$ cat src/design/sss_pkg.sv
// ----------------------------------------------------------------------------
// sss_pkg: shared types and constants of the stepper shuttle sequencer
// Transaction payloads, configuration record, register indexes and reset
// values of the configuration registers.
// ----------------------------------------------------------------------------
package sss_pkg;

	// default widths of the position counter and of the millisecond timer
	localparam int POS_BITS_DEF  = 16;
	localparam int TIME_BITS_DEF = 32;

	// configuration port
	localparam int CFG_IDX_W  = 3;
	localparam int CFG_DATA_W = 32;

	typedef enum logic [CFG_IDX_W-1:0] {
		REG_STOP_DISTANCE  = 3'd0,
		REG_CLEAR_DISTANCE = 3'd1,
		REG_CLEAR_COUNT    = 3'd2,
		REG_MID_POSITION   = 3'd3,
		REG_END_POSITION   = 3'd4,
		REG_DWELL_MS       = 3'd5
	} reg_idx_t;

	// configuration reset values
	localparam logic [15:0] STOP_DISTANCE_RST  = 16'd30;
	localparam logic [15:0] CLEAR_DISTANCE_RST = 16'd50;
	localparam logic [3:0]  CLEAR_COUNT_RST    = 4'd5;
	localparam logic [15:0] MID_POSITION_RST   = 16'd2828;
	localparam logic [15:0] END_POSITION_RST   = 16'd5650;
	localparam logic [31:0] DWELL_MS_RST       = 32'd2000;

	// request kinds
	localparam logic REQ_POLL = 1'b0;
	localparam logic REQ_STEP = 1'b1;

	// indicator lamp codes
	typedef enum logic [1:0] {
		LAMP_OFF    = 2'd0,
		LAMP_RED    = 2'd1,
		LAMP_GREEN  = 2'd2,
		LAMP_YELLOW = 2'd3
	} lamp_t;

	typedef struct packed {
		logic [15:0] stop_distance;
		logic [15:0] clear_distance;
		logic [3:0]  clear_count;
		logic [15:0] mid_position;
		logic [15:0] end_position;
		logic [31:0] dwell_ms;
	} sss_cfg_t;

	typedef struct packed {
		logic        req_type;
		logic [15:0] distance_mm;
		logic        right_limit;
		logic        left_limit;
		logic        start_request;
		logic [31:0] now_ms;
	} sss_cmd_t;

	typedef struct packed {
		logic        pulse_enable;
		logic        move_forward;
		logic [1:0]  lamp_color;
		logic        report_strobe;
		logic [3:0]  phase;
		logic [15:0] step_position;
		logic        halted_by_obstacle;
	} sss_res_t;

endpackage

$ cat src/design/sss_stream_if.sv
// ----------------------------------------------------------------------------
// sss_stream_if: valid/ready channel
// Carries one payload of type T per transaction; a transaction completes at a
// rising edge with valid and ready both high.
// ----------------------------------------------------------------------------
interface sss_stream_if #(
	parameter type T = logic
) ();
	logic valid;
	logic ready;
	T     data;

	modport source (output valid, output data, input ready);
	modport sink   (input valid, input data, output ready);
endinterface

$ cat src/design/stepper_shuttle_sequencer.sv
// ----------------------------------------------------------------------------
// stepper_shuttle_sequencer: shuttle run sequencer for a stepper drive
//
// Channels: cmd (sink) takes poll and step-pulse transactions, res (source)
// returns exactly one result transaction for each, in order. The user must
// write configuration registers through cfg_we / cfg_idx / cfg_wdata only
// while the block is idle, not enforced by it; unknown indexes are ignored.
// A cmd transaction goes through the input register, then the result register.
// Throughput: one transaction per clock while res is taken; the input
// register, the sequencer logic and the result register form a two-stage
// path, and the sequencer state is updated in the same cycle the result is
// registered, so the next transaction sees it at once.
// Reset (arst_n low): both stages empty, sequencer back to homing start at
// position 0, direction forward, lamp off, configuration to defaults.
// Stall: when res is not taken, the result register holds, one further
// transaction waits in the input register, and cmd.ready drops.
// ----------------------------------------------------------------------------
module stepper_shuttle_sequencer #(
	parameter int POS_BITS  = sss_pkg::POS_BITS_DEF,
	parameter int TIME_BITS = sss_pkg::TIME_BITS_DEF
) (
	input  logic                            clk,
	input  logic                            arst_n,
	sss_stream_if.sink                      cmd,
	sss_stream_if.source                    res,
	input  logic                            cfg_we,
	input  logic [sss_pkg::CFG_IDX_W-1:0]  cfg_idx,
	input  logic [sss_pkg::CFG_DATA_W-1:0] cfg_wdata
);
	import sss_pkg::*;

	sss_cfg_t cfg;
	sss_cmd_t item_s1;
	logic     valid_s1;
	sss_res_t result;
	sss_res_t res_data_s2;
	logic     res_valid_s2;
	logic     advance;
	logic     take_in;

	sss_cfg_regs u_cfg (
		.clk       (clk),
		.arst_n    (arst_n),
		.cfg_we    (cfg_we),
		.cfg_idx   (cfg_idx),
		.cfg_wdata (cfg_wdata),
		.cfg       (cfg)
	);

	sss_seq_core #(
		.POS_BITS  (POS_BITS),
		.TIME_BITS (TIME_BITS)
	) u_core (
		.clk    (clk),
		.arst_n (arst_n),
		.fire   (advance),
		.item   (item_s1),
		.cfg    (cfg),
		.result (result)
	);

	// move stage 1 forward whenever the result register is free or drains
	assign advance   = valid_s1 && (!res_valid_s2 || res.ready);
	assign cmd.ready = !valid_s1 || advance;
	assign take_in   = cmd.valid && cmd.ready;

	assign res.valid = res_valid_s2;
	assign res.data  = res_data_s2;

	// input register
	always_ff @(posedge clk or negedge arst_n) begin
		if (!arst_n) begin
			valid_s1 <= 1'b0;
		end else if (take_in) begin
			valid_s1 <= 1'b1;
		end else if (advance) begin
			valid_s1 <= 1'b0;
		end
	end

	always_ff @(posedge clk) begin
		if (take_in)
			item_s1 <= cmd.data;
	end

	// result register
	always_ff @(posedge clk or negedge arst_n) begin
		if (!arst_n) begin
			res_valid_s2 <= 1'b0;
		end else if (advance) begin
			res_valid_s2 <= 1'b1;
		end else if (res.ready) begin
			res_valid_s2 <= 1'b0;
		end
	end

	always_ff @(posedge clk) begin
		if (advance)
			res_data_s2 <= result;
	end

endmodule

$ cat src/design/sss_cfg_regs.sv
// ----------------------------------------------------------------------------
// sss_cfg_regs: configuration register file
// Write-only registers loaded from the plain write port, reset to defaults.
// ----------------------------------------------------------------------------
module sss_cfg_regs (
	input  logic                             clk,
	input  logic                             arst_n,
	input  logic                             cfg_we,
	input  logic [sss_pkg::CFG_IDX_W-1:0]   cfg_idx,
	input  logic [sss_pkg::CFG_DATA_W-1:0]  cfg_wdata,
	output sss_pkg::sss_cfg_t                cfg
);
	import sss_pkg::*;

	sss_cfg_t cfg_q;

	assign cfg = cfg_q;

	// load the addressed register, ignore unknown indexes
	always_ff @(posedge clk or negedge arst_n) begin
		if (!arst_n) begin
			cfg_q.stop_distance  <= STOP_DISTANCE_RST;
			cfg_q.clear_distance <= CLEAR_DISTANCE_RST;
			cfg_q.clear_count    <= CLEAR_COUNT_RST;
			cfg_q.mid_position   <= MID_POSITION_RST;
			cfg_q.end_position   <= END_POSITION_RST;
			cfg_q.dwell_ms       <= DWELL_MS_RST;
		end else if (cfg_we) begin
			unique case (cfg_idx)
				REG_STOP_DISTANCE:  cfg_q.stop_distance  <= cfg_wdata[15:0];
				REG_CLEAR_DISTANCE: cfg_q.clear_distance <= cfg_wdata[15:0];
				REG_CLEAR_COUNT:    cfg_q.clear_count    <= cfg_wdata[3:0];
				REG_MID_POSITION:   cfg_q.mid_position   <= cfg_wdata[15:0];
				REG_END_POSITION:   cfg_q.end_position   <= cfg_wdata[15:0];
				REG_DWELL_MS:       cfg_q.dwell_ms       <= cfg_wdata;
				default: ;
			endcase
		end
	end

endmodule

$ cat src/design/sss_seq_core.sv
// ----------------------------------------------------------------------------
// sss_seq_core: sequencer state and next-state logic
// Computes the result of one transaction from the current state and commits
// the new state when the transaction is taken.
// ----------------------------------------------------------------------------
module sss_seq_core #(
	parameter int POS_BITS  = sss_pkg::POS_BITS_DEF,
	parameter int TIME_BITS = sss_pkg::TIME_BITS_DEF
) (
	input  logic               clk,
	input  logic               arst_n,
	input  logic               fire,
	input  sss_pkg::sss_cmd_t  item,
	input  sss_pkg::sss_cfg_t  cfg,
	output sss_pkg::sss_res_t  result
);
	import sss_pkg::*;

	typedef enum logic [3:0] {
		PH_HOME_START     = 4'd0,
		PH_HOMING         = 4'd1,
		PH_WAIT_START     = 4'd2,
		PH_GO_MID         = 4'd3,
		PH_TO_MID         = 4'd4,
		PH_DWELL_MID      = 4'd5,
		PH_TO_END         = 4'd6,
		PH_DWELL_END      = 4'd7,
		PH_BACK_MID       = 4'd8,
		PH_DWELL_BACK_MID = 4'd9,
		PH_BACK_ZERO      = 4'd10,
		PH_DWELL_ORIGIN   = 4'd11
	} phase_t;

	localparam logic [3:0] SAFE_MAX = 4'd15;

	phase_t                 phase_q,          phase_n;
	logic [POS_BITS-1:0]    pos_q,            pos_n;
	logic                   dir_fwd_q,        dir_fwd_n;
	logic                   pulses_q,         pulses_n;
	logic                   hold_q,           hold_n;
	logic [3:0]             safe_run_q,       safe_run_n;
	logic [TIME_BITS-1:0]   obstacle_since_q, obstacle_since_n;
	logic [TIME_BITS-1:0]   dwell_since_q,    dwell_since_n;
	lamp_t                  lamp_q,           lamp_n;
	logic                   report;

	logic [TIME_BITS-1:0]   now_t;
	logic [31:0]            pos_wide;
	logic [31:0]            mid_wide;
	logic [31:0]            end_wide;
	logic                   dwell_done;

	assign now_t    = item.now_ms[TIME_BITS-1:0];
	assign mid_wide = {16'd0, cfg.mid_position};
	assign end_wide = {16'd0, cfg.end_position};

	// next state of one transaction
	always_comb begin
		phase_n          = phase_q;
		pos_n            = pos_q;
		dir_fwd_n        = dir_fwd_q;
		pulses_n         = pulses_q;
		hold_n           = hold_q;
		safe_run_n       = safe_run_q;
		obstacle_since_n = obstacle_since_q;
		dwell_since_n    = dwell_since_q;
		lamp_n           = lamp_q;
		report           = 1'b0;
		pos_wide         = 32'(pos_q);
		dwell_done       = 1'b0;

		if (item.req_type == REQ_STEP) begin
			// count the emitted pulse, saturate at the top, hold at zero
			if (dir_fwd_q) begin
				if (pos_q != {POS_BITS{1'b1}})
					pos_n = pos_q + 1'b1;
			end else if (pos_q != '0) begin
				pos_n = pos_q - 1'b1;
			end
		end else begin
			// enter the obstacle hold
			if (item.distance_mm != 16'd0 && item.distance_mm <= cfg.stop_distance
				&& !hold_q) begin
				pulses_n         = 1'b0;
				hold_n           = 1'b1;
				safe_run_n       = 4'd0;
				obstacle_since_n = now_t;
				lamp_n           = LAMP_RED;
			end

			// count safe readings and release the hold
			if (hold_n) begin
				if (item.distance_mm >= cfg.clear_distance) begin
					if (safe_run_n < SAFE_MAX)
						safe_run_n = safe_run_n + 4'd1;
				end else begin
					safe_run_n = 4'd0;
				end
				if (safe_run_n >= cfg.clear_count) begin
					dwell_since_n = dwell_since_n + (now_t - obstacle_since_n);
					if (phase_n inside {PH_HOMING, PH_TO_MID, PH_TO_END, PH_BACK_MID,
						PH_BACK_ZERO}) begin
						pulses_n = 1'b1;
						lamp_n   = LAMP_GREEN;
					end else begin
						lamp_n = LAMP_YELLOW;
					end
					hold_n     = 1'b0;
					safe_run_n = 4'd0;
				end
			end

			pos_wide   = 32'(pos_n);
			dwell_done = 32'(now_t - dwell_since_n) > cfg.dwell_ms;

			// advance the run sequence
			if (!hold_n) begin
				unique case (phase_q)
					PH_HOME_START: begin
						if (!item.right_limit) begin
							dir_fwd_n = 1'b0;
							pulses_n  = 1'b1;
						end
						phase_n = PH_HOMING;
					end
					PH_HOMING: begin
						if (item.right_limit) begin
							pulses_n = 1'b0;
							pos_n    = '0;
							phase_n  = PH_WAIT_START;
						end
					end
					PH_WAIT_START: begin
						if (item.start_request) begin
							pos_n   = '0;
							phase_n = PH_GO_MID;
						end
					end
					PH_GO_MID: begin
						dir_fwd_n = 1'b1;
						pulses_n  = 1'b1;
						phase_n   = PH_TO_MID;
					end
					PH_TO_MID: begin
						if (pos_wide >= mid_wide) begin
							pulses_n      = 1'b0;
							lamp_n        = LAMP_YELLOW;
							dwell_since_n = now_t;
							phase_n       = PH_DWELL_MID;
						end
					end
					PH_DWELL_MID: begin
						if (dwell_done) begin
							report    = 1'b1;
							lamp_n    = LAMP_GREEN;
							dir_fwd_n = 1'b1;
							pulses_n  = 1'b1;
							phase_n   = PH_TO_END;
						end
					end
					PH_TO_END: begin
						if (pos_wide >= end_wide || item.left_limit) begin
							pulses_n      = 1'b0;
							lamp_n        = LAMP_YELLOW;
							dwell_since_n = now_t;
							phase_n       = PH_DWELL_END;
						end
					end
					PH_DWELL_END: begin
						if (dwell_done) begin
							report    = 1'b1;
							lamp_n    = LAMP_GREEN;
							dir_fwd_n = 1'b0;
							pulses_n  = 1'b1;
							phase_n   = PH_BACK_MID;
						end
					end
					PH_BACK_MID: begin
						if (pos_wide <= mid_wide) begin
							pulses_n      = 1'b0;
							lamp_n        = LAMP_YELLOW;
							dwell_since_n = now_t;
							phase_n       = PH_DWELL_BACK_MID;
						end
					end
					PH_DWELL_BACK_MID: begin
						if (dwell_done) begin
							report    = 1'b1;
							lamp_n    = LAMP_GREEN;
							dir_fwd_n = 1'b0;
							pulses_n  = 1'b1;
							phase_n   = PH_BACK_ZERO;
						end
					end
					PH_BACK_ZERO: begin
						if (pos_n == '0 || item.right_limit) begin
							pos_n         = '0;
							pulses_n      = 1'b0;
							lamp_n        = LAMP_YELLOW;
							dwell_since_n = now_t;
							phase_n       = PH_DWELL_ORIGIN;
						end
					end
					PH_DWELL_ORIGIN: begin
						if (dwell_done) begin
							report  = 1'b1;
							lamp_n  = LAMP_GREEN;
							phase_n = PH_GO_MID;
						end
					end
					default: phase_n = PH_HOME_START;
				endcase
			end
		end
	end

	// present the post-transaction state
	always_comb begin
		result.pulse_enable       = pulses_n;
		result.move_forward       = dir_fwd_n;
		result.lamp_color         = lamp_n;
		result.report_strobe      = report;
		result.phase              = phase_n;
		result.step_position      = 16'(pos_n);
		result.halted_by_obstacle = hold_n;
	end

	// commit the state on a taken transaction
	always_ff @(posedge clk or negedge arst_n) begin
		if (!arst_n) begin
			phase_q          <= PH_HOME_START;
			pos_q            <= '0;
			dir_fwd_q        <= 1'b1;
			pulses_q         <= 1'b0;
			hold_q           <= 1'b0;
			safe_run_q       <= 4'd0;
			obstacle_since_q <= '0;
			dwell_since_q    <= '0;
			lamp_q           <= LAMP_OFF;
		end else if (fire) begin
			phase_q          <= phase_n;
			pos_q            <= pos_n;
			dir_fwd_q        <= dir_fwd_n;
			pulses_q         <= pulses_n;
			hold_q           <= hold_n;
			safe_run_q       <= safe_run_n;
			obstacle_since_q <= obstacle_since_n;
			dwell_since_q    <= dwell_since_n;
			lamp_q           <= lamp_n;
		end
	end

endmodule
$ cat src/flat_wrapper.sv
// flat-port wrapper written by rule: the top's interface ports become plain ports
module stepper_shuttle_sequencer_flat import sss_pkg::*;
#(
	parameter int POS_BITS  = sss_pkg::POS_BITS_DEF,
	parameter int TIME_BITS = sss_pkg::TIME_BITS_DEF
)
  (clk, arst_n, cfg_we, cfg_idx, cfg_wdata, cmd_valid, cmd_data, cmd_ready, res_valid, res_data, res_ready);
  sss_stream_if cmd_i ();
  sss_stream_if res_i ();
  input  logic clk;
  input  logic arst_n;
  input  logic cfg_we;
  input  logic [sss_pkg::CFG_IDX_W-1:0] cfg_idx;
  input  logic [sss_pkg::CFG_DATA_W-1:0] cfg_wdata;
  input wire logic [$bits(cmd_i.valid)-1:0] cmd_valid;
  input wire logic [$bits(cmd_i.data)-1:0] cmd_data;
  output wire logic [$bits(cmd_i.ready)-1:0] cmd_ready;
  output wire logic [$bits(res_i.valid)-1:0] res_valid;
  output wire logic [$bits(res_i.data)-1:0] res_data;
  input wire logic [$bits(res_i.ready)-1:0] res_ready;
  assign cmd_i.valid = cmd_valid;
  assign cmd_i.data = cmd_data;
  assign cmd_ready = cmd_i.ready;
  assign res_valid = res_i.valid;
  assign res_data = res_i.data;
  assign res_i.ready = res_ready;
  stepper_shuttle_sequencer #(.POS_BITS(POS_BITS), .TIME_BITS(TIME_BITS)) u_core (.clk(clk), .arst_n(arst_n), .cmd(cmd_i), .res(res_i), .cfg_we(cfg_we), .cfg_idx(cfg_idx), .cfg_wdata(cfg_wdata));
endmodule
$ cat config.mk
export PLATFORM = sky130hd
export DESIGN_NAME = stepper_shuttle_sequencer_flat
export DESIGN_NICKNAME = d
export VERILOG_FILES = /design/src/design/sss_pkg.sv /design/src/design/sss_stream_if.sv /design/src/design/stepper_shuttle_sequencer.sv /design/src/design/sss_cfg_regs.sv /design/src/design/sss_seq_core.sv /design/src/flat_wrapper.sv
export SDC_FILE = /design/constraint.sdc
export NUM_CORES = 1
export LEC_CHECK = 0
export BUFFER_PORTS_ARGS = -buffer_cell sky130_fd_sc_hd__clkbuf_2
export CORE_MARGIN = 3
export CORE_UTILIZATION = 35
export CTS_CLUSTER_SIZE = 14
export DETAILED_ROUTE_END_ITERATION = 6
export PLACE_DENSITY = 0.64
export SYNTH_ARGS = -nofsm -noshare
export SYNTH_HDL_FRONTEND = slang
export SYNTH_SLANG_ARGS = --single-unit
export TNS_END_PERCENT = 100
$ cat constraint.sdc
create_clock -name clk -period 3.9 [get_ports clk]
set_clock_uncertainty 0.15 [all_clocks]
set_input_delay 0.39 -clock clk [delete_from_list [all_inputs] [get_ports clk]]
set_output_delay 0.39 -clock clk [all_outputs]
set_load 0.01 [all_outputs]
**After elaboration in Yosys (flattened, before gate mapping)**

Cells that the tools add are included.

- Reduce and logical (&&, ||, !) cells: 11
- Eq/ne operators: 2
- $add $sub $neg: 1
- Mux-type cells: 11
- $lt $le $gt $ge: 3

Operators with widths:

| operator | number |
|---|---|
| 2-to-1 mux 4 bit | 5 |
| greater-or-equal comparator 1 x 16 -> 1 bit (first input constant) | 1 |
| 2-to-1 mux 1 bit | 6 |
| AND reduction 2 bit | 3 |
| adder 4 x 1 -> 4 bit (second input constant) | 1 |
| greater-or-equal comparator 4 bit | 1 |
| less-than comparator 4 bit (second input constant) | 1 |
| nonzero test 2 bit | 2 |
| == test 3 x 1 -> 1 bit (second input constant) | 1 |
| == test 3 x 2 -> 1 bit (second input constant) | 1 |
| logical AND 1 bit | 2 |
| logical NOT 1 bit | 2 |
| logical OR 1 bit | 2 |

- Logic and storage cells: 35
- Register bits after elaboration: 28
- Output and inout port bits: 3

**Longest topological paths before layout**

Gate-level depths: netlist of the first run.

- Depth after elaboration: 7
- Mapped depth: 9
- Gate-level depth less buffers: 9

**Modules after synthesis**

A second synthesis of the first run with hierarchy kept.

- Cell total of the unflattened synthesis: 1,929
- Area total of the unflattened synthesis: 17,036.3 um2

By module, submodules not included:

| module | cells each | times used | area an instance (um2) | seq. area each (um2) |
|---|---|---|---|---|
| sss_seq_core | 1,702 | 1 | 13,036.3 | 2,328.5 |
| sss_cfg_regs | 216 | 1 | 3,832.4 | 2,533.7 |
| stepper_shuttle_sequencer | 11 | 1 | 167.7 | 110.1 |

**Worst setup path before layout of the first run**

No wires, ideal clock.

- Kind: register -> register
- From: reg u_core.u_core.safe_run_q[0]
- To: reg u_core.u_core.safe_run_q[1]
- Path slack: 1.301 ns
- Arrival time: 2.323 ns
- Data required time: 3.624 ns
- Buffers on the path: 0
- Library setup time: 0.126 ns
- Stages on the path, launching flop included: 10
- Path through: dfrtp_1 > ha_1 > and3_1 > and2_1 > o21a_1 > ha_1 > o211ai_1 > o211a_2 > and4_1 > a221o_1

- Longest elaborated chain between the ends: 7

Ends and longest elaborated chain:

| what | RTL line | RTL |
|---|---|---|
| start: declaration | sss_seq_core.sv:41 | `logic [3:0] safe_run_q, safe_run_n;` |
| start signal: assignment | sss_seq_core.sv:246 | `safe_run_q <= safe_run_n;` |
| adder 4 x 1 -> 4 bit / less-than comparator 4 bit (equally long branches) | sss_seq_core.sv:95, sss_seq_core.sv:94 |  |
| 2-to-1 mux 4 bit (*) | sss_seq_core.sv:94 | `if (safe_run_n < SAFE_MAX)` |
| 2-to-1 mux 4 bit (*) | sss_seq_core.sv:93 | `if (item.distance_mm >= cfg.clear_distance) begin` |
| 2-to-1 mux 4 bit (*) | sss_seq_core.sv:92 | `if (hold_n) begin` |
| greater-or-equal comparator 4 bit | sss_seq_core.sv:99 | `if (safe_run_n >= cfg.clear_count) begin` |
| 2-to-1 mux 4 bit (*) | sss_seq_core.sv:99 |  |
| 2-to-1 mux 4 bit (*) | sss_seq_core.sv:92 |  |

Every way passes the cells marked *; elsewhere a longest branch is shown, timed or not. The select of a mux whose other input is x is not followed.
A chain may end at the register's enable or synchronous reset.

**Worst setup path in the final report of the first run**

Same ends and word-level chain as after synthesis.

==> metrics.md, run 1 <==
| Metric | Value |
|---|---|
| Initial antenna violation count | `0` |
| Worst Path Buf+Inv | `0` |
| Top-count cell post-synth | `dfrtp_1` |
| Final WL | `2428 um` |
| Antenna cells | `0` |
| Max VDD drop | `178.1 uV` |
| H-Tree Depth | `1` |
| Max-slew violations | `0` |
| Non-filler cells, final | `180` |
| Most used cell, CP | `ha_1` |
| # IOs | `44` |
| Leakage | `0.0007123 uW` |
| CTS Root Cell | `clkbuf_8` |
| Mapped Area | `1340 um2` |
| Max incr delay on CP | `0.46 ns` |
| Critical Path Slowest Stage Cell | `dfrtp_1` |
| CTS Hold Buffers Added | `0` |
| Yosys top cell by area | `dfrtp_1` |
| Syn_nets | `153` |
| Syn. warnings | `0` |
| Synth top area cells | `dfrtp_1, mux2_1, dfstp_2` |
| Area grow syn2layout | `17.46%` |
| Yosys top cell area share | `41.08%` |
| Flop2flop setup slack | `1.10 ns` |
| Vias/cell | `5.072` |
| Quantity of gates resized following cts | `0` |
| Routed length per instance | `13.49 um` |
| Reg clk slew, reported paths | `0.09 ns` |
| Number of flops mapped to enable cells by yosys | `1` |
| CP endpoint kind | `register` |
| Worst-path fanout max | `8` |
| Nets | `181` |
| Vias in the first global route | `971` |
| Hold Path Class | `primary input to async pin` |
| Critical Path RT | `3.91 ns` |
| Largest net degree at the start of global routing | `28` |
| Sequential share of the synthesized area | `53.13%` |
| Initial DRC Count | `45` |
| Post-synth top cells | `dfrtp_1, mux2_1, nand2_1` |
| Port Buffers | `26` |
| Rel. slew slack | `33.88%` |
| Mean Syn Cell Area | `12.52 um2` |
| Max Cap Violations | `0` |
| Die Wd | `67.88 um` |
| Async SR Flop Fraction | `96.43%` |
| CTS tree | `done` |
| Reg2Reg Depth | `9` |
| Die Area | `4607 um2` |
| Clock Tree Buf Depth | `2` |
| Synth Flop Type | `dfrtp_1` |
| GPL Wtd Cong | `0.7446` |
| Setup tns final | `0 ns` |
| Fillers | `351` |
| Max Freq | `0.3578 GHz` |
| Dpl cells | `176` |
| Pre-antenna DRT Iters | `4` |
| Total GRT Usage | `12.08%` |
| Synth unique cells | `38` |
| DRC | `0` |
| DP Wirelength | `1875 um` |
| Multi-input gate area | `604.3 um2` |
| PD cells | `401.0 nW/um2` |
| FF/Latch Area | `711.9 um2` |
| Crit path arrival time | `2.81 ns` |
| Hold Slack | `-0.02325 ns` |
| Setup ws final | `1.105 ns` |
| Startpoint class of the critical path | `register` |
| Failing checks | `negative hold slack` |
| Routed Antenna Nets | `0` |
| Stages on the worst setup path | `9` |
| Layout cells sized above 1 | `32.09%` |
| Mapped Cells | `107` |
| Overflow after GRT | `0` |
| Num rows | `21` |
| Die Y | `67.88 um` |
| RSZ-0062 raised after global routing | `no` |
| Final hold vios | `22` |
| Vias | `913` |
| Clock sinks | `28` |
| Period utilisation layout | `71.67%` |
| Kind of critical path | `register to register` |
| Setup bufs post-CTS | `0` |
| Initial Util | `38.06%` |
| Core footprint | `3521 um2` |
| Global-route wire length before repair | `4229 um` |
| Cts bufs inserted | `3` |
| Delay-heaviest family, CP | `compound AO/OA/AOI/OAI gates` |
| Worst slack, placed | `1.138 ns` |
| Worst-margin pin slew | `0.9903 ns` |
| Clk_lat worst skew | `0.27 ns` |
| Status | `complete, but fails checks` |
| #FFs+latches synth | `28` |
| Worst path cell trace | `ha_1 > and3_1 > and2_1 > o21a_1 > ha_1 > o211ai_1 > o211a_2 > and4_1 > a221o_1` |
| Period minus WS final | `2.795 ns` |
| Final setup vio count | `0` |
-- placed cells by master, fill, tap and decap left out --
cell	count
a21o_1	1
a221o_1	1
a2bb2oi_1	1
a31oi_1	2
a32o_1	1
a41oi_1	1
and2_1	2
and3_1	2
and4_1	3
and4bb_2	1
clkbuf_2	26
clkbuf_8	4
dfrtp_1	22
dfstp_2	5
edfxtp_1	1
ha_1	5
inv_1	3
inv_2	1
mux2_1	14
mux2_2	3
nand2_1	8
nand2b_1	3
nand3_1	2
nand3b_1	1
nand4_1	1
nand4b_1	1
nor2_1	2
nor2b_1	1
nor3b_1	3
nor3b_2	1
nor4_1	4
nor4bb_4	1
o211a_2	1
o211ai_1	1
o21a_1	1
o21ai_0	3
xnor2_1	1
-- final cells by class --
type	count	share of cell area, %
Inverter	4	0.9539
Timing Repair Buffer	26	8.267
Sequential cell	28	45.23
Clock buffer	4	3.498
Multi-Input combinational cell	72	38.39
Tap cell	46	3.657
-- where the power goes --
group          internal (uW)  switching, uW
logic                   45.8           38.3
clock network           90.3           87.4
registers                347           22.5
total                    483            148
-- routing by layer --
metal | track usage, % | wire (um) | vias to the layer above
li1 | - | - | 452
met5 | 0 | 0 | -
met2 | 21.02 | 1291 | 12
met1 | 15.66 | 1060 | 449
met4 | 2.978 | 0 | 0
met3 | 1.970 | 76 | 0
-- state kept, by name, indices dropped and copies added, names as in the netlist --
signal	flops
u_core.u_core.hold_q	1
u_core.res.data	1
u_core.valid_s1	1
u_core.res.valid	1
u_core.u_cfg.cfg	20
u_core.u_core.safe_run_q	4
-- worst paths after layout --
check | startpoint | to
setup / recovery | u_core.u_core.safe_run_q[0] | u_core.u_core.safe_run_q[1]
hold / removal | arst_n | u_core.u_cfg.cfg[65]
setup reg to reg | u_core.u_core.safe_run_q[0] | u_core.u_core.safe_run_q[1]
hold reg to reg | u_core.u_cfg.cfg[82] | u_core.u_cfg.cfg[82]
max in group asynchronous | arst_n | u_core.u_core.safe_run_q[3]
min in group clk | cmd_valid | u_core.valid_s1
-- cells by family after synthesis --
logic type / after synthesis / share of synthesized area, %
AND/OR/NAND/NOR: 36 / 17.09
XOR/XNOR: 1 / 0.6537
AO/OA/AOI/OAI: 13 / 7.283
multiplexers: 17 / 14.29
flip-flops: 28 / 53.13
adder cells (fa/ha/maj): 5 / 4.669
buffers and inverters: 7 / 2.894
-- worst reg2reg max path, delay by kind of cell (launching register included) --
| family | cells | cell delay [ns] |
|---|---|---|
| DFF | 1 | 0.46 |
| and+or+nand+nor | 3 | 0.67 |
| adders and majority gates | 2 | 0.56 |
| AOI/OAI and AO/OA | 4 | 0.86 |
-- metrics by stage --
| stage | area [um2] | util, % | power (uW) |
|---|---|---|---|
| 5_1_grt | 1574 | 44.71 | 672.5 |
| 3_3_place_gp | 1519 | 43.14 | 455.1 |
| 4_1_cts | 1574 | 44.71 | 640.9 |
| 6_report | 1574 | 44.71 | 631.2 |
| 3_5_place_dp | 1519 | 43.14 | 462.1 |
| 2_1_floorplan | 1340 | - | 422.9 |
Note: power is estimated with default switching activity, not from simulation.
==> run 2, diff against run 1 <==
--- a/config.mk
+++ b/config.mk
@@ -5,12 +5,13 @@
 export SDC_FILE = /design/constraint.sdc
 export NUM_CORES = 1
 export LEC_CHECK = 0
+export ABC_AREA = 1
 export BUFFER_PORTS_ARGS = -buffer_cell sky130_fd_sc_hd__clkbuf_2
 export CORE_MARGIN = 3
 export CORE_UTILIZATION = 35
 export CTS_CLUSTER_SIZE = 14
 export DETAILED_ROUTE_END_ITERATION = 6
-export PLACE_DENSITY = 0.64
+export PLACE_DENSITY = 0.66
 export SYNTH_ARGS = -nofsm -noshare
 export SYNTH_HDL_FRONTEND = slang
 export SYNTH_SLANG_ARGS = --single-unit
==> constraint.sdc (replaced) <==
create_clock -name clk -period 2.5 [get_ports clk]
set_clock_uncertainty 0.15 [all_clocks]
set_input_delay 0.25 -clock clk [delete_from_list [all_inputs] [get_ports clk]]
set_output_delay 0.25 -clock clk [all_outputs]
set_load 0.01 [all_outputs]
==> run 2 against run 1 <==
  * The flow now finishes without violations
  * Routed wire length decreased by 0.25%
  * Register-to-register slack worse by 0.85 ns
  * Non-clock buffer count is 1 higher
  * Synthesized cell count up 39%
  * Final area up 3.3%
  * Critical path depth rose by 4
  * Sequential share of layout area is 1.4 points lower
  * Sequential power is 57% higher
  * Combinational power up 120%
  * Largest cell class unchanged
  * Highest routed layer is now met4
==> metrics.md, run 2 <==
| Metric | Value |
|---|---|
| Status | `completed` |
| Post-synthesis mux area share | `12.80% (-1.5 points)` |
| Mapped Area | `1408 um2 (+5.0%)` |
| Synth unique cells | `19 (-50%)` |
| Synth Flop Type | `dfrtp_1` |
| Crit path arrival time | `2.29 ns (-0.52 ns)` |
| Worst-margin pin slew | `0.6777 ns (-0.3126 ns)` |
| Clock Tree Buf Depth | `2 (unchanged)` |
| Kind of critical path | `register to register` |
| Max-slew violations | `0 (unchanged)` |
| Layout cells sized above 1 | `27.68% (-4.4 points)` |
| Most used cell, CP | `nand2_1` |
| Clock sinks | `28 (unchanged)` |
| Reg clk slew, reported paths | `0.09 ns (about the same)` |
| Quantity of gates resized following cts | `0 (unchanged)` |
| GPL Wtd Cong | `0.8056 (+8.2%)` |
| Worst path cell trace | `ha_1 > nand3_1 > nand2_1 > nand2_1 > nand3_1 > ha_1 > inv_1 > nand2_1 > nand2_1 > nand2_1 > nand2_1 > nand3_1 > o21ai_0` |
| Worst-path fanout max | `5 (-3)` |
| Leakage | `0.0008666 uW (+22%)` |
| Critical Path Slowest Stage Cell | `dfrtp_1` |
| Max incr delay on CP | `0.43 ns (-0.03 ns)` |
| PD cells | `619.7 nW/um2 (+55%)` |
| Initial antenna violation count | `0 (unchanged)` |
| Final WL | `2422 um (-0.25%)` |
| Cts bufs inserted | `3 (unchanged)` |
| Sequential share of the synthesized area | `50.58% (-2.6 points)` |
| Synth Area in Compound Gates | `5.600% (-1.7 points)` |
| Port Buffers | `26 (unchanged)` |
| Vias | `1024 (+12%)` |
| Syn. warnings | `0 (unchanged)` |
| Design Power | `1007 uW (+60%)` |
| Non-filler cells, final | `225 (+25%)` |
| Num rows | `22 (+4.8%)` |
| Async SR Flop Fraction | `96.43% (unchanged)` |
| Xor-xnor portion of the synthesized cell area | `0% (-0.65 points)` |
| H-Tree Depth | `1 (unchanged)` |
| Syn_nets | `195 (+27%)` |
| Core footprint | `3771 um2 (+7.1%)` |
| Total GRT Usage | `10.84% (-1.2 points)` |
| Vias in the first global route | `990 (+2.0%)` |
| Die Wd | `69.42 um (+2.3%)` |
| Global-route wire length before repair | `4215 um (-0.33%)` |
| Hold Slack | `0.008788 ns (+0.03204 ns)` |
| Most frequent cells in the layout | `nand2_1, clkbuf_2, dfrtp_1, inv_1, nor2_1` |
| CTS Hold Buffers Added | `1 (+1)` |
| Most common cell after layout, fill and taps aside | `nand2_1` |
| Max Cap Violations | `0 (unchanged)` |
| Overflow after GRT | `0 (unchanged)` |
| Setup tns final | `0 ns (unchanged)` |
| Routed length per instance | `10.76 um (-20%)` |
| CTS tree | `done` |
| # IOs | `44 (unchanged)` |
| Nets | `224 (+24%)` |
| Largest family of logic cells by synthesized area | `simple AND/OR/NAND/NOR gates` |
| Max VDD drop | `371.5 uV (+110%)` |
| Mean Syn Cell Area | `9.447 um2 (-25%)` |
| Period utilisation layout | `89.76% (+18 points)` |
| Setup bufs post-CTS | `0 (unchanged)` |
| Setup ws final | `0.2559 ns (-0.8491 ns)` |
| Synth Area in Adders | `4.444% (-0.22 points)` |
| Routed Antenna Nets | `0 (unchanged)` |
| Final setup vio count | `0 (unchanged)` |
| Largest register FFs | `20 (unchanged)` |
| CP endpoint kind | `register` |
| Synth top area cells | `dfrtp_1, mux2_4, nand2_1` |
| DP Wirelength | `1809 um (-3.5%)` |
| Top-count cell post-synth | `nand2_1` |
| Mapped Cells | `149 (+39%)` |
| Clk_lat worst skew | `0.28 ns (about the same)` |
| RSZ-0062 raised after global routing | `no` |
| CTS Root Cell | `clkbuf_8` |
| Initial Util | `37.33% (-0.73 points)` |
| Final hold vios | `0 (-100%)` |
| Post-synth top cells | `nand2_1, dfrtp_1, inv_1` |
| Die Area | `4818 um2 (+4.6%)` |
| Startpoint class of the critical path | `register` |
| Critical Path RT | `2.54 ns (-1.37 ns)` |
| Largest net degree at the start of global routing | `28 (unchanged)` |
| Max Freq | `0.4456 GHz (+25%)` |
| Yosys top cell area share | `39.11% (-2.0 points)` |
| Area grow syn2layout | `15.47%` |
| Number of flops mapped to enable cells by yosys | `1 (unchanged)` |
| DRC | `0 (unchanged)` |
| Vias/cell | `4.551 (-10%)` |
| Period minus WS final | `2.244 ns (-0.5509 ns)` |
| Dpl cells | `220 (+25%)` |
| Die Y | `69.42 um (+2.3%)` |
| #FFs+latches synth | `28 (unchanged)` |
| Initial DRC Count | `72 (+60%)` |
| Post-Synth Simple-Gate Area | `19.02% (+1.9 points)` |
| Pre-antenna DRT Iters | `4 (unchanged)` |
| Yosys top cell by area | `dfrtp_1` |
| Antenna cells | `0 (unchanged)` |
| Worst slack, placed | `0.2743 ns (-0.8635 ns)` |
| Hold Path Class | `primary input to register` |
| Rel. slew slack | `54.82% (+21 points)` |
## run 2: layer usage
metal  vias up  wire [um]  track usage (%)
li1        528          -                -
met1       464       1174            14.68
met2        30       1083            16.84
met3         2        153            3.478
met4         0         10            2.603
met5         -          0                0
## run 2: cell type report
type                       count  area [um2]
fill                         372        2146
timing repair buffer          27       140.1
multi-input combinational     97       589.3
sequential                    28       711.9
tap                           48       60.06
inverter                      21       78.83
clock buffer                   4       45.04
## run 2: cell families (layout without fill, tap and decap cells)
| logic type | Yosys count | count (layout) |
|---|---|---|
| muxes | 12 | 12 |
| and+or+nand+nor | 65 | 65 |
| buffers and inverters | 24 | 52 |
| adders and majority gates | 5 | 5 |
| DFF | 28 | 28 |
| AOI/OAI and AO/OA | 15 | 15 |
## run 2: path summary, 6_finish.rpt
path | to | slack (ns) | start | depth (start not counted)
worst max-delay path | u_core.u_core.safe_run_q[1] | 0.26 | u_core.u_core.safe_run_q[0] | 13
worst min-delay path | u_core.valid_s1 | 0.009 | cmd_valid | 3
worst max register to register | u_core.u_core.safe_run_q[1] | 0.26 | u_core.u_core.safe_run_q[0] | 13
worst min register to register | u_core.u_cfg.cfg[70] | 0.35 | u_core.u_cfg.cfg[70] | 2
max in group asynchronous | u_core.u_cfg.cfg[68] | 1.37 | arst_n | 2
min in group asynchronous | u_core.u_cfg.cfg[79] | 0.39 | arst_n | 2
## run 2: power by group
part           switching [uW]  leakage, uW  internal, uW  total (uW)
Clock                     133    0.0000228           114         247
Sequential               40.5     0.000337           537         578
Combinational            76.7     0.000507           105         182
Total                     250     0.000867           757        1010
## run 2: metrics by stage
step           area, um2  util, %
3_5_place_dp        1570    41.64
5_1_grt             1625    43.10
4_1_cts             1625    43.10
2_1_floorplan       1408        -
6_report            1625    43.10
3_3_place_gp        1570    41.64
## run 2: critical path, delay by kind of cell (launching register included)
| family | cells | cell delay (ns) |
|---|---|---|
| simple gates | 9 | 0.73 |
| fa+ha+maj | 2 | 0.57 |
| flops | 1 | 0.43 |
| compound gates | 1 | 0.22 |
| buf+inv | 1 | 0.05 |
==> run 3, diff against run 2 <==
--- a/config.mk
+++ b/config.mk
@@ -7,11 +7,14 @@
 export LEC_CHECK = 0
 export ABC_AREA = 1
 export BUFFER_PORTS_ARGS = -buffer_cell sky130_fd_sc_hd__clkbuf_2
+export CELL_PAD_IN_SITES_DETAIL_PLACEMENT = 2
+export CELL_PAD_IN_SITES_GLOBAL_PLACEMENT = 2
 export CORE_MARGIN = 3
-export CORE_UTILIZATION = 35
+export CORE_UTILIZATION = 27
 export CTS_CLUSTER_SIZE = 14
 export DETAILED_ROUTE_END_ITERATION = 6
-export PLACE_DENSITY = 0.66
+export PLACE_DENSITY = 0.8
+export SLEW_MARGIN = 20
 export SYNTH_ARGS = -nofsm -noshare
 export SYNTH_HDL_FRONTEND = slang
 export SYNTH_SLANG_ARGS = --single-unit
==> constraint.sdc (replaced) <==
create_clock -name clk -period 2.5 [get_ports clk]
set_clock_uncertainty 0.15 [all_clocks]
set_input_delay 0 -clock clk [delete_from_list [all_inputs] [get_ports clk]]
set_output_delay 0 -clock clk [all_outputs]
set_load 0.01 [all_outputs]
==> run 3 against run 2 <==
  * First-iteration DRC count is 61% lower
  * Register-to-register slack barely moved
  * Final area rose by 14%
  * Highest routed layer unchanged
  * Clock power increased by 19%
  * Largest power group unchanged
==> metrics.md, run 3 (synthesis results as in run 2) <==
| Metric | Value |
|---|---|
| Most used cell, CP | `nand2_1` |
| Most common cell after layout, fill and taps aside | `nand2_1` |
| Worst-path fanout max | `5 (unchanged)` |
| Startpoint class of the critical path | `register` |
| Layout cells sized above 1 | `25.51% (-2.2 points)` |
| Vias/cell | `4.456 (-2.1%)` |
| Nets | `243 (+8.5%)` |
| Num rows | `25 (+14%)` |
| CTS tree | `done` |
| Critical Path Slowest Stage Cell | `dfrtp_1` |
| Int Power | `804.6 uW (+6.3%)` |
| Clk_lat worst skew | `0.28 ns (about the same)` |
| Hold Slack | `0.03445 ns (+0.02566 ns)` |
| Port Buffers | `26 (unchanged)` |
| Overflow after GRT | `0 (unchanged)` |
| Largest register FFs | `20 (unchanged)` |
| Worst Hold Depth | `3 (unchanged)` |
| Die Wd | `78.21 um (+13%)` |
| CP endpoint kind | `register` |
| Final setup vio count | `0 (unchanged)` |
| Stages on the worst setup path | `11 (-2)` |
| Worst Path Buf+Inv | `1 (unchanged)` |
| Period minus WS final | `2.233 ns (-0.01063 ns)` |
| Worst setup path end | `u_core.u_core.safe_run_q[3]` |
| Reg2Reg Depth | `11 (-2)` |
| Most frequent cells in the layout | `nand2_1, clkbuf_2, dfrtp_1, inv_1, dlygate4sd3_1` |
| Status | `completed` |
| Final WL | `3819 um (+58%)` |
| Switch share | `26.82% (+2.0 points)` |
| Final hold vios | `0 (unchanged)` |
| CP startpoint | `u_core.u_core.safe_run_q[0]` |
| Die Area | `6116 um2 (+27%)` |
| Quantity of gates resized following cts | `0 (unchanged)` |
| Vias | `1172 (+14%)` |
| Max Freq | `0.4477 GHz (+0.48%)` |
| Routed length per instance | `14.52 um (+35%)` |
| Initial DRC Count | `28 (-61%)` |
| DRC | `0 (unchanged)` |
| CTS Root Cell | `clkbuf_8` |
| Max Cap Violations | `0 (unchanged)` |
| Pre-antenna DRT Iters | `4 (unchanged)` |
| Layout Utilization | `37.90% (-5.2 points)` |
| Sw Pwr | `294.8 uW (+18%)` |
| Critical Path RT | `2.56 ns (+0.02 ns)` |
| Max VDD drop | `467.1 uV (+26%)` |
| Comb pwr share | `20.0% (+1.9 points)` |
| H-Tree Depth | `1 (unchanged)` |
| DP Wirelength | `2446 um (+35%)` |
| Delay-heaviest family, CP | `simple AND/OR/NAND/NOR gates` |
| Vias in the first global route | `1303 (+32%)` |
| Max incr delay on CP | `0.44 ns (about the same)` |
| Worst-margin pin slew | `0.6883 ns (+0.01060 ns)` |
| # IOs | `44 (unchanged)` |
| RSZ-0062 raised after global routing | `no` |
| Antenna cells | `0 (unchanged)` |
| Leakage | `0.0009513 uW (+9.8%)` |
| Clock power share | `26.7% (+2.1 points)` |
| Initial Util | `28.85% (-8.5 points)` |
| R2R Path End | `u_core.u_core.safe_run_q[3]` |
| Largest net degree at the start of global routing | `28 (unchanged)` |
| Routed Antenna Nets | `0 (unchanged)` |
| Flop2flop setup slack | `0.27 ns (about the same)` |
| Reg clk slew, reported paths | `0.10 ns (about the same)` |
| Core footprint | `4880 um2 (+29%)` |
| Worst r2r src | `u_core.u_core.safe_run_q[0]` |
| Max-slew violations | `0 (unchanged)` |
| Hold Path Class | `primary input to register` |
| Setup tns final | `0 ns (unchanged)` |
| Worst path cell trace | `ha_1 > nand2_1 > nand2_1 > nand2_1 > nand2_1 > nand3_1 > inv_1 > ha_1 > a21oi_1 > nand3_1 > o21ai_1` |
| Period utilisation layout | `89.34% (-0.43 points)` |
| Global-route wire length before repair | `6437 um (+53%)` |
| Rel. slew slack | `54.12% (-0.71 points)` |
| Die Y | `78.21 um (+13%)` |
| PD cells | `594.5 nW/um2 (-4.1%)` |
| Total GRT Usage | `13.74% (+2.9 points)` |
| Clock Tree Buf Depth | `2 (unchanged)` |
| GPL Wtd Cong | `0.6880 (-15%)` |
| Crit path arrival time | `2.29 ns (about the same)` |
| Kind of critical path | `register to register` |
| Cts bufs inserted | `3 (unchanged)` |
| Finished Cell Area | `1849 um2 (+14%)` |
| Clock sinks | `28 (unchanged)` |
| Initial antenna violation count | `0 (unchanged)` |
| Post-DP Area | `1594 um2 (+1.5%)` |
| Area grow syn2layout | `31.38%` |
| Design Power | `1099 uW (+9.2%)` |
| Sequential fraction of design power | `53.2% (-4.2 points)` |
==> run 3: cell types whose count changed in the layout (fill, tap and decap cells not counted), sizes merged <==
cell,change
dlygate4sd3,+19
==> run 3: metal layers <==
layer	up-vias	share of wire [%]	global-route usage, %
met5	-	0	0
met1	581	42	16.05
met4	0	1.1	3.671
met2	18	54	25.34
li1	568	-	-
met3	5	3.1	2.867
==> run 3: power groups by stage <==
stage	Sequential [uW]	Clock [uW]	Combinational [uW]
4_1_cts	581	296	221
3_3_place_gp	583	0	183
6_report	585	294	220
5_1_grt	594	321	249
3_5_place_dp	590	0	194
2_1_floorplan	575	0	136
==> run 3: repair_timing <==
action | 4_1_cts | 5_1_grt
setup endpoints to repair | 0 | 0
hold buffers | 20 | 0
endpoints found under the hold margin | 44 | 0
buffers inserted | 0 | 0
==> run 3: worst reg2reg max path: cells and delay by family (launching register included) <==
kind	cells	cell delay (ns)
AO/OA/AOI/OAI	2	0.37
adder cells (fa/ha/maj)	2	0.56
buffers and inverters	1	0.06
flip-flops	1	0.44
AND/OR/NAND/NOR	6	0.58
==> run 3: final cells by class <==
class / instances / area [um2]
tap: 67 / 83.83
sequential: 28 / 711.9
timing repair buffer: 46 / 330.3
inverter: 21 / 78.83
clock buffer: 4 / 55.05
fill: 570 / 3030
multi-input combinational: 97 / 589.3
==> run 3: worst min path at each step <==
stage | from | end | slack (ns)
3_3_place_gp | arst_n | u_core.u_cfg.cfg[80] | -0.08
2_1_floorplan | arst_n | u_core.res.valid | -0.45
5_1_grt | cfg_idx[1] | u_core.u_cfg.cfg[66] | 0.1
3_5_place_dp | arst_n | u_core.u_cfg.cfg[80] | -0.06
6_report | cfg_idx[1] | u_core.u_cfg.cfg[66] | 0.03
4_1_cts | cfg_idx[1] | u_core.u_cfg.cfg[64] | 0.04
==> run 3: stage by stage <==
stage	cells	setup WS, ns
after floorplan	149	0.5659
after global placement	239	0.3177
after detailed placement	239	0.2575
after CTS	263	0.2327
after global routing	263	0.01825
final	263	0.2665
